--- src/hdl/gaussian_sobel_edge_front_end_unit_assert.svh ---
// Assertion macros used by the result queue of the edge front end.
`ifndef GAUSSIAN_SOBEL_EDGE_FRONT_END_UNIT_ASSERT_SVH
`define GAUSSIAN_SOBEL_EDGE_FRONT_END_UNIT_ASSERT_SVH
`ifndef SYNTHESIS
`define GSEF_ASSERT_NOW(label, clk, rst_n, pre, post) \
    label: assert property (@(posedge clk) disable iff (!rst_n) (pre) |-> (post)) \
        else $error("gsef assertion failed");
`define GSEF_ASSERT_NEXT(label, clk, rst_n, pre, post) \
    label: assert property (@(posedge clk) disable iff (!rst_n) (pre) |=> (post)) \
        else $error("gsef assertion failed");
`else
`define GSEF_ASSERT_NOW(label, clk, rst_n, pre, post)
`define GSEF_ASSERT_NEXT(label, clk, rst_n, pre, post)
`endif
`endif

--- src/hdl/gsef_pkg.sv ---
// Shared types and constants of the Gaussian and Sobel edge front end.
`default_nettype none
package gsef_pkg;

    localparam int MAX_WIDTH_DEF = 1024;

    localparam int ROW_W     = 16;
    localparam int OUT_COL_W = 10;
    localparam int MAG_W     = 11;
    localparam int DIR_W     = 2;
    localparam int IMG_W_W   = 11;

    localparam logic [ROW_W-1:0]   IMAGE_WIDTH_RST  = 16'd82;
    localparam logic [IMG_W_W-1:0] IMAGE_WIDTH_RST11 = 11'd82;
    localparam logic [ROW_W-1:0]   IMAGE_HEIGHT_RST = 16'd82;

    // Register indexes on the configuration port.
    localparam logic REG_IDX_WIDTH  = 1'b0;
    localparam logic REG_IDX_HEIGHT = 1'b1;

    // Direction codes.
    localparam logic [DIR_W-1:0] DIR_0   = 2'd0;
    localparam logic [DIR_W-1:0] DIR_45  = 2'd1;
    localparam logic [DIR_W-1:0] DIR_90  = 2'd2;
    localparam logic [DIR_W-1:0] DIR_135 = 2'd3;

    // Fixed point tangent thresholds, scaled by 65536.
    localparam logic [27:0] TAN_LO_COEF = 28'd27146;
    localparam logic [27:0] TAN_HI_COEF = 28'd158218;

    // 3x3 window, row major, top row first.
    typedef logic [8:0][7:0] t_win;

    typedef struct packed {
        logic                 c_ge2;
        logic                 c_ge3;
        logic                 r_ge3;
        logic                 last_col;
        logic                 last_row;
        logic [ROW_W-1:0]     row_m2;
        logic [ROW_W-1:0]     row_m1;
        logic [OUT_COL_W-1:0] col_m2;
        logic [OUT_COL_W-1:0] col_m1;
    } t_pos;

    typedef struct packed {
        logic [ROW_W-1:0]     row;
        logic [OUT_COL_W-1:0] col;
        logic [MAG_W-1:0]     magnitude;
        logic [DIR_W-1:0]     direction;
        logic                 frame_last;
    } t_result;

endpackage
`default_nettype wire

--- src/hdl/gsef_gradient.sv ---
// Sobel gradient, magnitude and quantised direction of one 3x3 window.
`default_nettype none
module gsef_gradient
    import gsef_pkg::*;
(
    input  wire  t_win             i_win,
    output logic [MAG_W-1:0]       o_magnitude,
    output logic [DIR_W-1:0]       o_direction
);
    logic [9:0]  x_pos, x_neg, y_pos, y_neg;
    logic [9:0]  a, b;
    logic        neg_x, neg_y;
    logic [27:0] lhs, rhs_lo, rhs_hi;

    always_comb begin
        x_pos = 10'(i_win[2]) + {1'b0, i_win[5], 1'b0} + 10'(i_win[8]);
        x_neg = 10'(i_win[0]) + {1'b0, i_win[3], 1'b0} + 10'(i_win[6]);
        y_pos = 10'(i_win[6]) + {1'b0, i_win[7], 1'b0} + 10'(i_win[8]);
        y_neg = 10'(i_win[0]) + {1'b0, i_win[1], 1'b0} + 10'(i_win[2]);
        neg_x = x_pos < x_neg;
        neg_y = y_pos < y_neg;
        a     = neg_x ? x_neg - x_pos : x_pos - x_neg;
        b     = neg_y ? y_neg - y_pos : y_pos - y_neg;
        o_magnitude = {1'b0, a} + {1'b0, b};
        lhs    = {2'b0, a, 16'b0};
        rhs_lo = 28'(b) * TAN_LO_COEF;
        rhs_hi = 28'(b) * TAN_HI_COEF;
        if (lhs <= rhs_lo) begin
            o_direction = DIR_0;
        end else if (lhs >= rhs_hi) begin
            o_direction = DIR_90;
        end else if (neg_x == neg_y) begin
            o_direction = DIR_45;
        end else begin
            o_direction = DIR_135;
        end
    end
endmodule
`default_nettype wire

--- config.mk ---
export PLATFORM = sky130hd
export DESIGN_NAME = gsef_gradient
export DESIGN_NICKNAME = d
export VERILOG_FILES = /design/src/hdl/gaussian_sobel_edge_front_end_unit_assert.svh /design/src/hdl/gsef_pkg.sv /design/src/hdl/gsef_gradient.sv
export SDC_FILE = /design/constraint.sdc
export NUM_CORES = 1
export LEC_CHECK = 0
export BUFFER_PORTS_ARGS = -buffer_cell sky130_fd_sc_hd__buf_2
export CORE_ASPECT_RATIO = 0.6
export CORE_MARGIN = 10
export CORE_UTILIZATION = 55
export DETAILED_ROUTE_END_ITERATION = 10
export GPL_TIMING_DRIVEN = 0
export MAX_ROUTING_LAYER = met4
export PLACE_DENSITY = 0.8
export SLEW_MARGIN = 20
export SYNTH_ARGS = -nofsm -noshare
export SYNTH_HDL_FRONTEND = slang
export SYNTH_SLANG_ARGS = --single-unit
--- constraint.sdc ---
create_clock -name vclk -period 14
set_input_delay 2.8 -clock vclk [all_inputs]
set_output_delay 2.8 -clock vclk [all_outputs]
set_load 0.05 [all_outputs]
==> reports/metrics.cfg <==
[run_status]
outcome=finished, violations left
violations=setup timing

[finish]
antennaDiodeCount=0
layout.nets=1317
layout_common_cells=182 x ha_1, 125 x inv_1, 74 x buf_2
mostFrequentLayoutCell=ha_1
drive_above_1_share_pct=26.67
area_delta_synth_final_pct=25.00
fillers=944
nFlopsAndLatches=0
seqCellArea_sq_um=0
nClkBuffers=0
utilization_pct=71.09

[logic_synthesis]
ys_warn_count=0
syn_area_per_cell_sq_um=8.660
syn-num-nets=1196
seq_area_frac_synth_pct=0
synthesis.instances=852
syn_area_sq_um=7378
ys_types=63

[job]
maxCapViolCount=0

[timing]
worst_slack_ns=-0.7890
slew-limit-headroom_pct=53.79
rsz0062_at_grt=yes
post-route-period-util_pct=105.6
tightest_slew_ns=0.6882
final_hold_viol_count=0
min_period_ns=14.79
setup_violations=2
fmax_mhz=67.62
slew_viol_final=0

[die]
fp.dieH_um=109.7
ios=85
start_util_pct=56.88
rows=32
core_region_area_sq_um=12970
dieWidth_um=169.5
dieArea_sq_um=18600

[global_routing]
grt_overflow=0
grt_max_degree=11
grt_pass1_vias=6759
grt_pass1_wl_um=34530
grt_use_total_pct=23.37
antenna_found_initial=0

[worst_hold_path]
min_path_cells=6
hold_path.class=primary input to output pin
hold-path-endpoint=o_magnitude[0]
hold_start=i_win[48]

[cts]
cts_hold_buf=0

[setup_path]
cpPeakStageDelay_ns=0.50
crit_path_top_delay_cell=fa_1
path_max_fanout=7
end_kind=output pin
critPathLaunchType=primary input
critPathArrivalTime_ns=11.99
required_ns=11.20
criticalPathCategory=primary input to output pin

[place]
dpl_worst_slack_ns=-2.108
place.gp.congestion=0.9491
hpwl_um=17090
portBuffers=77

[detailed_routing]
routedWlPerCell_um=19.63
via_per_inst=5.858
drt-total-wl_um=22400
drc=0
vias=6684
drtIter0Drc=497
ant_nets=0
firstDrtPassIters=5

cell type report:
type	instances	area [sq um]	share of cell area, %
Buffer	9	63.81	0.6919
Inverter	142	550.5	5.969
Multi-Input combinational cell	697	7596	82.36
Tap cell	170	212.7	2.306
Timing Repair Buffer	123	799.5	8.669
how the worst max path moves through the flow:
stage,endpoint,cells past startpoint,slack (ns),start
final,o_direction[1],45,-0.79,i_win[8]
after global routing,o_direction[1],43,-1.11,i_win[50]
after detailed placement,o_direction[0],48,-2.11,i_win[1]
after global placement,o_direction[1],47,-2.00,i_win[1]
after CTS,o_direction[1],48,-0.73,i_win[65]
after floorplan,o_direction[1],46,-0.06,i_win[1]
cells in the mapped netlist (4+ instances only):
| cell type | instances | share of area (%) |
|---|---|---|
| clkbuf_1 | 6 | 0.31 |
| or3_1 | 7 | 0.59 |
| o21bai_1 | 20 | 2.0 |
| or2_2 | 5 | 0.42 |
| a21o_1 | 37 | 3.8 |
| nand3_1 | 9 | 0.61 |
| fa_1 | 63 | 17 |
| inv_1 | 142 | 7.2 |
| xor2_1 | 30 | 3.6 |
| nor3_1 | 8 | 0.54 |
| mux2i_1 | 7 | 0.95 |
| ha_1 | 209 | 35 |
| nor2_1 | 24 | 1.2 |
| nand2_1 | 21 | 1.1 |
| o21a_1 | 4 | 0.41 |
| nand2b_1 | 9 | 0.76 |
| a21oi_1 | 75 | 5.1 |
| xnor2_1 | 45 | 5.3 |
| o211ai_1 | 6 | 0.61 |
| nor2b_1 | 12 | 1.0 |
| nand4_1 | 5 | 0.42 |
| o21ai_0 | 28 | 1.9 |
| nor4_1 | 4 | 0.34 |
| a31oi_1 | 5 | 0.42 |
| and3_1 | 5 | 0.42 |
| buf_2 | 4 | 0.27 |
| a211oi_1 | 8 | 0.81 |
layer usage:
metal / GRT usage [%] / up-vias / routed length [um]
met5: - / - / 0
met2: 35.07 / 254 / 9676
met3: 5.738 / 26 / 2135
met4: 1.840 / 0 / 229
met1: 32.42 / 3187 / 10360
li1: - / 3217 / -
critical path: cells and delay by family:
family / cells / cell delay, ns
XOR/XNOR: 3 / 0.63
AND/OR/NAND/NOR: 4 / 0.92
adder cells (fa/ha/maj): 11 / 3.42
AO/OA/AOI/OAI: 15 / 2.90
multiplexers: 1 / 0.29
buffers and inverters: 11 / 1.00
repair_timing:
item,in CTS,in global routing
buffers inserted,32,14
pin swaps,46,68
endpoints found under the setup margin,2,2
gates resized for setup,69,48
stage by stage:
| step | std cells | area, sq um | TNS [ns] | hold WS (ns) |
|---|---|---|---|---|
| floorplan | 852 | 7667 | -0.1126 | 6.358 |
| global placement | 1099 | 8265 | -3.963 | 6.529 |
| detailed placement | 1099 | 8273 | -4.177 | 6.563 |
| CTS | 1128 | 8904 | -1.449 | 6.565 |
| global route | 1141 | 9223 | -2.201 | 6.644 |
| finish | 1141 | 9223 | -1.578 | 6.560 |
cell families (layout without fill, tap and decap cells):
family                     after synthesis  after routing  synth area share [%]
adders and majority gates              272            272                 52.54
AOI/OAI and AO/OA                      214            214                 19.04
buffers and inverters                  155            274                 8.157
and+or+nand+nor                        124            124                 9.344
xor gates and xnor gates                75             75                 8.903
muxes                                   12             12                 2.018
Power is not shown: default switching activity piles up to over one toggle a cycle in this logic, so the estimate is an artifact.
