==> src/hdl/gaussian_sobel_edge_front_end_unit_assert.svh <==
// Assertion macros used by the result queue of the edge front end.
`ifndef GAUSSIAN_SOBEL_EDGE_FRONT_END_UNIT_ASSERT_SVH
`define GAUSSIAN_SOBEL_EDGE_FRONT_END_UNIT_ASSERT_SVH
`ifndef SYNTHESIS
`define GSEF_ASSERT_NOW(label, clk, rst_n, pre, post) \
    label: assert property (@(posedge clk) disable iff (!rst_n) (pre) |-> (post)) \
        else $error("gsef assertion failed");
`define GSEF_ASSERT_NEXT(label, clk, rst_n, pre, post) \
    label: assert property (@(posedge clk) disable iff (!rst_n) (pre) |=> (post)) \
        else $error("gsef assertion failed");
`else
`define GSEF_ASSERT_NOW(label, clk, rst_n, pre, post)
`define GSEF_ASSERT_NEXT(label, clk, rst_n, pre, post)
`endif
`endif

==> src/hdl/gsef_pkg.sv <==
// Shared types and constants of the Gaussian and Sobel edge front end.
`default_nettype none
package gsef_pkg;

    localparam int MAX_WIDTH_DEF = 1024;

    localparam int ROW_W     = 16;
    localparam int OUT_COL_W = 10;
    localparam int MAG_W     = 11;
    localparam int DIR_W     = 2;
    localparam int IMG_W_W   = 11;

    localparam logic [ROW_W-1:0]   IMAGE_WIDTH_RST  = 16'd82;
    localparam logic [IMG_W_W-1:0] IMAGE_WIDTH_RST11 = 11'd82;
    localparam logic [ROW_W-1:0]   IMAGE_HEIGHT_RST = 16'd82;

    // Register indexes on the configuration port.
    localparam logic REG_IDX_WIDTH  = 1'b0;
    localparam logic REG_IDX_HEIGHT = 1'b1;

    // Direction codes.
    localparam logic [DIR_W-1:0] DIR_0   = 2'd0;
    localparam logic [DIR_W-1:0] DIR_45  = 2'd1;
    localparam logic [DIR_W-1:0] DIR_90  = 2'd2;
    localparam logic [DIR_W-1:0] DIR_135 = 2'd3;

    // Fixed point tangent thresholds, scaled by 65536.
    localparam logic [27:0] TAN_LO_COEF = 28'd27146;
    localparam logic [27:0] TAN_HI_COEF = 28'd158218;

    // 3x3 window, row major, top row first.
    typedef logic [8:0][7:0] t_win;

    typedef struct packed {
        logic                 c_ge2;
        logic                 c_ge3;
        logic                 r_ge3;
        logic                 last_col;
        logic                 last_row;
        logic [ROW_W-1:0]     row_m2;
        logic [ROW_W-1:0]     row_m1;
        logic [OUT_COL_W-1:0] col_m2;
        logic [OUT_COL_W-1:0] col_m1;
    } t_pos;

    typedef struct packed {
        logic [ROW_W-1:0]     row;
        logic [OUT_COL_W-1:0] col;
        logic [MAG_W-1:0]     magnitude;
        logic [DIR_W-1:0]     direction;
        logic                 frame_last;
    } t_result;

endpackage
`default_nettype wire

==> src/hdl/gsef_result_queue.sv <==
// Holds the results of one pixel and hands them to the output register in order.
`default_nettype none
`include "gaussian_sobel_edge_front_end_unit_assert.svh"
module gsef_result_queue
    import gsef_pkg::*;
(
    input  wire            i_clk,
    input  wire            i_rst_n,
    input  wire            i_load,
    input  wire  [3:0]     i_mask,
    input  wire  t_result  i_slot [4],
    output logic           o_en,
    output logic           o_valid,
    output t_result        o_result,
    input  wire            i_ready
);
    logic [3:0] r_mask;
    t_result    r_slot [4];
    logic       r_out_valid;
    t_result    r_out;

    logic       out_free;
    logic       take;
    logic [1:0] head;
    logic [3:0] mask_after;

    always_comb begin
        if (r_mask[0]) begin
            head = 2'd0;
        end else if (r_mask[1]) begin
            head = 2'd1;
        end else if (r_mask[2]) begin
            head = 2'd2;
        end else begin
            head = 2'd3;
        end
        out_free   = !r_out_valid || i_ready;
        take       = (r_mask != 4'b0) && out_free;
        mask_after = take ? (r_mask & ~(4'b0001 << head)) : r_mask;
        // A new set of results may enter once the present set has all left.
        o_en       = mask_after == 4'b0;
    end

    always_ff @(posedge i_clk) begin
        if (!i_rst_n) begin
            r_mask      <= 4'b0;
            r_out_valid <= 1'b0;
        end else begin
            r_mask <= o_en ? (i_load ? i_mask : 4'b0) : mask_after;
            if (take) begin
                r_out_valid <= 1'b1;
            end else if (i_ready) begin
                r_out_valid <= 1'b0;
            end
        end
    end

    always_ff @(posedge i_clk) begin
        if (o_en && i_load) begin
            r_slot <= i_slot;
        end
        if (take) begin
            r_out <= r_slot[head];
        end
    end

    assign o_valid  = r_out_valid;
    assign o_result = r_out;

    `GSEF_ASSERT_NOW(a_empty_loads, i_clk, i_rst_n, r_mask == 4'b0, o_en)
    `GSEF_ASSERT_NOW(a_no_overwrite, i_clk, i_rst_n, (r_mask != 4'b0) && !take, !o_en)
    `GSEF_ASSERT_NEXT(a_take_shows, i_clk, i_rst_n, take, r_out_valid)
endmodule
`default_nettype wire

==> config.mk <==
export PLATFORM = sky130hd
export DESIGN_NAME = gsef_result_queue
export DESIGN_NICKNAME = d
export VERILOG_FILES = /design/src/hdl/gsef_pkg.sv /design/src/hdl/gsef_result_queue.sv
export VERILOG_INCLUDE_DIRS = /design/src /design/src/hdl
export SDC_FILE = /design/constraint.sdc
export NUM_CORES = 1
export LEC_CHECK = 0
export BUFFER_PORTS_ARGS = -buffer_cell sky130_fd_sc_hd__clkbuf_2
export CORE_MARGIN = 1
export CORE_UTILIZATION = 40
export DETAILED_ROUTE_END_ITERATION = 7
export HOLD_SLACK_MARGIN = 0.06
export PLACE_DENSITY = 0.73
export SLEW_MARGIN = 10
export SYNTH_ARGS = -nofsm -noshare
export SYNTH_HDL_FRONTEND = slang
export SYNTH_SLANG_ARGS = --single-unit
==> constraint.sdc <==
create_clock -name i_clk -period 6.5 [get_ports i_clk]
set_input_delay 0.325 -clock i_clk [delete_from_list [all_inputs] [get_ports i_clk]]
set_output_delay 0.325 -clock i_clk [all_outputs]
set_load 0.01 [all_outputs]
==> flow_metrics.env <==
export IMPL_outcome="completed"
export IMPL_crit_arrival_ns=3.52
export IMPL_switching_share_pct=27.19
export IMPL_layout_cells_most_common="clkbuf_2"
export IMPL_whs_endpoint="r_mask[2]"
export IMPL_dr_first_iter_drc_count=322
export IMPL_route_vias_total=5190
export IMPL_final_setup_viol_count=0
export IMPL_wirelength_um=18160
export IMPL_crit_chain="buf_4 -> or2_4 -> a2111oi_4 -> nor3_2 -> inv_6 -> buf_4"
export IMPL_min_path_type="in2reg"
export IMPL_slowest_delay_ns=0.86
export IMPL_p_sw_mw=1.070
export IMPL_rsz0062_at_grt="false"
export IMPL_dieArea_um2=19410
export IMPL_io_pins=210
export IMPL_fillers=1353
export IMPL_irDropWorstVdd_uv=212.6
export IMPL_antenna_found_initial=1
export IMPL_clock_root_buffer="clkbuf_16"
export IMPL_clk_path_buf_depth=3
export IMPL_period_share_pct=52.49
export IMPL_rows=49
export IMPL_core_um2=18210
export IMPL_setup_worst_path_start_class="flop"
export IMPL_grt_pass1_wl_um=27910
export IMPL_initial_core_util_pct=41.41
export IMPL_cts_hold_buf=163
export IMPL_track_usage_pct=18.58
export IMPL_die_x_um=139.3
export IMPL_htreeDepth=1
export IMPL_crit_required_ns=6.61
export IMPL_yosys_register_bits=205
export IMPL_path_buf_inv=3
export IMPL_power_density_nw_per_um2=354.5
export IMPL_grt_pass1_vias=5468
export IMPL_r2r_cells=6
export IMPL_m1WireLength_um=6765
export IMPL_intPower_mw=2.866
export IMPL_area_growth_pct=47.22
export IMPL_crit_path_frequent_cell="buf_4"
export IMPL_cts_sinks=205
export IMPL_cts_resized=0
export IMPL_holdPathStages=3
export IMPL_whs_ns=0.07818
export IMPL_crit_fanout=86
export IMPL_maxCapViolCount=0
export IMPL_ant_nets=0
export IMPL_synth_nets=629
export IMPL_fmax_mhz=293.1
export IMPL_cts_setup_buffers=0
export IMPL_hold_viol=0
export IMPL_drt_pass1_iter_count=4
export IMPL_yosysSeqAreaShare_pct=80.97
export IMPL_critical_path_slowest_cell="buf_4"
export IMPL_detail_route_vias_per_cell=4.801
export IMPL_place_ws_ns=3.046
export IMPL_clockPowerShare_pct=29.9
export IMPL_portBuffers=209
export IMPL_synth_warnings=0
export IMPL_seq_power_share_pct=51.8
export IMPL_setup_ws_ns=3.088
export IMPL_end_kind="flop"
export IMPL_wl_met2_um=9398
export IMPL_finClkSkew_ns=0.006746
export IMPL_dp_hpwl_um=10210
export IMPL_cts_buffers=22
export IMPL_leakagePower_nw=4.389
export IMPL_syn_area_um2=7541
export IMPL_final_nets=1003
export IMPL_mostFrequentLayoutCells="clkbuf_2, edfxtp_1, dlygate4sd3_1, nand2_1, o21ai_1"
export IMPL_final_min_clock_period_ns=3.412
export IMPL_clkLatencyLatePin_ns=0.49
export IMPL_routed_top_layer="met4"
export IMPL_synthCells=461
export IMPL_cts_clk_slew_worst_paths_ns=0.06
export IMPL_drcViolationCount=0
export IMPL_tightest_slew_ns=0.9506
export IMPL_critPathKind="reg2reg"
export IMPL_wire_per_inst_um=16.80
export IMPL_overflow=0
export IMPL_rr_endpoint="r_slot[157]"
export IMPL_globalplace_congestion=0.7927
export IMPL_hold_path_startpoint="i_mask[2]"
export IMPL_p_comb_share_pct=18.4
export IMPL_r2r_start="r_mask[1]"
export IMPL_die_y_um=139.3
export IMPL_cts_tree="yes"
export IMPL_synth_cell_types=26
export IMPL_fin_tns_setup_ns=0
export IMPL_drive_above_1_share_pct=29.49
export IMPL_syn_area_per_cell_um2=16.36
export IMPL_critPathTopFamily="buffers and inverters"
export IMPL_dr_wl_met3_um=1413
export IMPL_slew_headroom_pct=36.63
export IMPL_grt_start_max_net_pins=87
export IMPL_slew_viol_final=0
export IMPL_r2r_setup_slack_ns=3.09
metrics by stage:
step / area (um^2) / power, mW / cells / utilization (%)
after floorplan: 7541 / 2.448 / 461 / -
after global placement: 8791 / 2.660 / 877 / 48.28
after detailed placement: 8791 / 2.708 / 877 / 48.28
final: 11100 / 3.936 / 1081 / 60.97
after CTS: 11100 / 3.962 / 1080 / 60.96
after global routing: 11100 / 4.119 / 1081 / 60.97
worst max-delay path by stage:
stage / from / to / slack, ns / cells after the start
2_1_floorplan: o_valid / r_slot[0] / 1.83 / 5
3_3_place_gp: r_mask[1] / r_slot[11] / 3.19 / 6
3_5_place_dp: r_mask[1] / r_slot[75] / 3.05 / 6
4_1_cts: r_mask[1] / r_slot[117] / 3.02 / 6
5_1_grt: r_mask[1] / r_slot[117] / 2.82 / 6
6_report: r_mask[1] / r_slot[157] / 3.09 / 6
cell usage after synthesis, drive strengths merged:
cell type,n,area share [%]
a2111o,1,0.15
a21boi,1,0.10
o211ai,1,0.10
mux2i,40,5.3
edfxtp,200,80
buf,14,1.2
or2,1,0.12
dfxtp,5,1.3
o22ai,1,0.083
a2111oi,2,0.56
a21oi,42,2.8
nor2b,1,0.083
o311ai,1,0.12
inv,2,0.10
nor4,1,0.083
nand3,1,0.066
nor2,43,2.1
nor3,1,0.13
o21ai,44,2.9
nand2b,2,0.17
nand2,46,2.3
clkbuf,11,0.55
kinds of logic after synthesis:
group | Yosys count | share of synthesized area [%]
AND/OR/NAND/NOR | 96 | 5.077
flip-flops | 205 | 80.97
multiplexers | 40 | 5.309
AO/OA/AOI/OAI | 93 | 6.819
buffers and inverters | 27 | 1.825
registers in the layout, indices dropped and copies added (netlist names):
name      count
o_result     40
r_mask        4
o_valid       1
r_slot      160
final cells by class:
type / count / area [um^2] / share of cell area (%)
antenna: 1 / 2.502 / 0.02254
clock buffer: 26 / 586.8 / 5.286
clock inverter: 14 / 90.09 / 0.8115
inverter: 2 / 12.51 / 0.1127
multi-input combinational: 229 / 1309 / 11.79
sequential: 205 / 6115 / 55.08
tap: 229 / 286.5 / 2.581
timing repair buffer: 375 / 2700 / 24.32
worst register-to-register path, cell delays in order (launching register included):
cell       delay (ns)
dfxtp_2          0.31
buf_4            0.35
or2_4            0.40
a2111oi_4        0.34
nor3_2           0.14
inv_6            0.57
buf_4            0.87
metal layers:
| layer | GRT usage [%] | vias up |
|---|---|---|
| met2 | 33.32 | 212 |
| met3 | 5.196 | 50 |
| li1 | - | 2481 |
| met4 | 7.368 | 0 |
| met1 | 20.85 | 2447 |
| met5 | 0 | - |
power groups by stage:
stage | Combinational (mW) | Sequential (mW) | Clock, mW
floorplan | 0.372 | 2.08 | 0
global placement | 0.617 | 2.04 | 0
detailed placement | 0.645 | 2.06 | 0
CTS | 0.726 | 2.04 | 1.20
global route | 0.799 | 2.07 | 1.25
finish | 0.723 | 2.04 | 1.18
No activity file was read; power rests on OpenSTA's default activity.
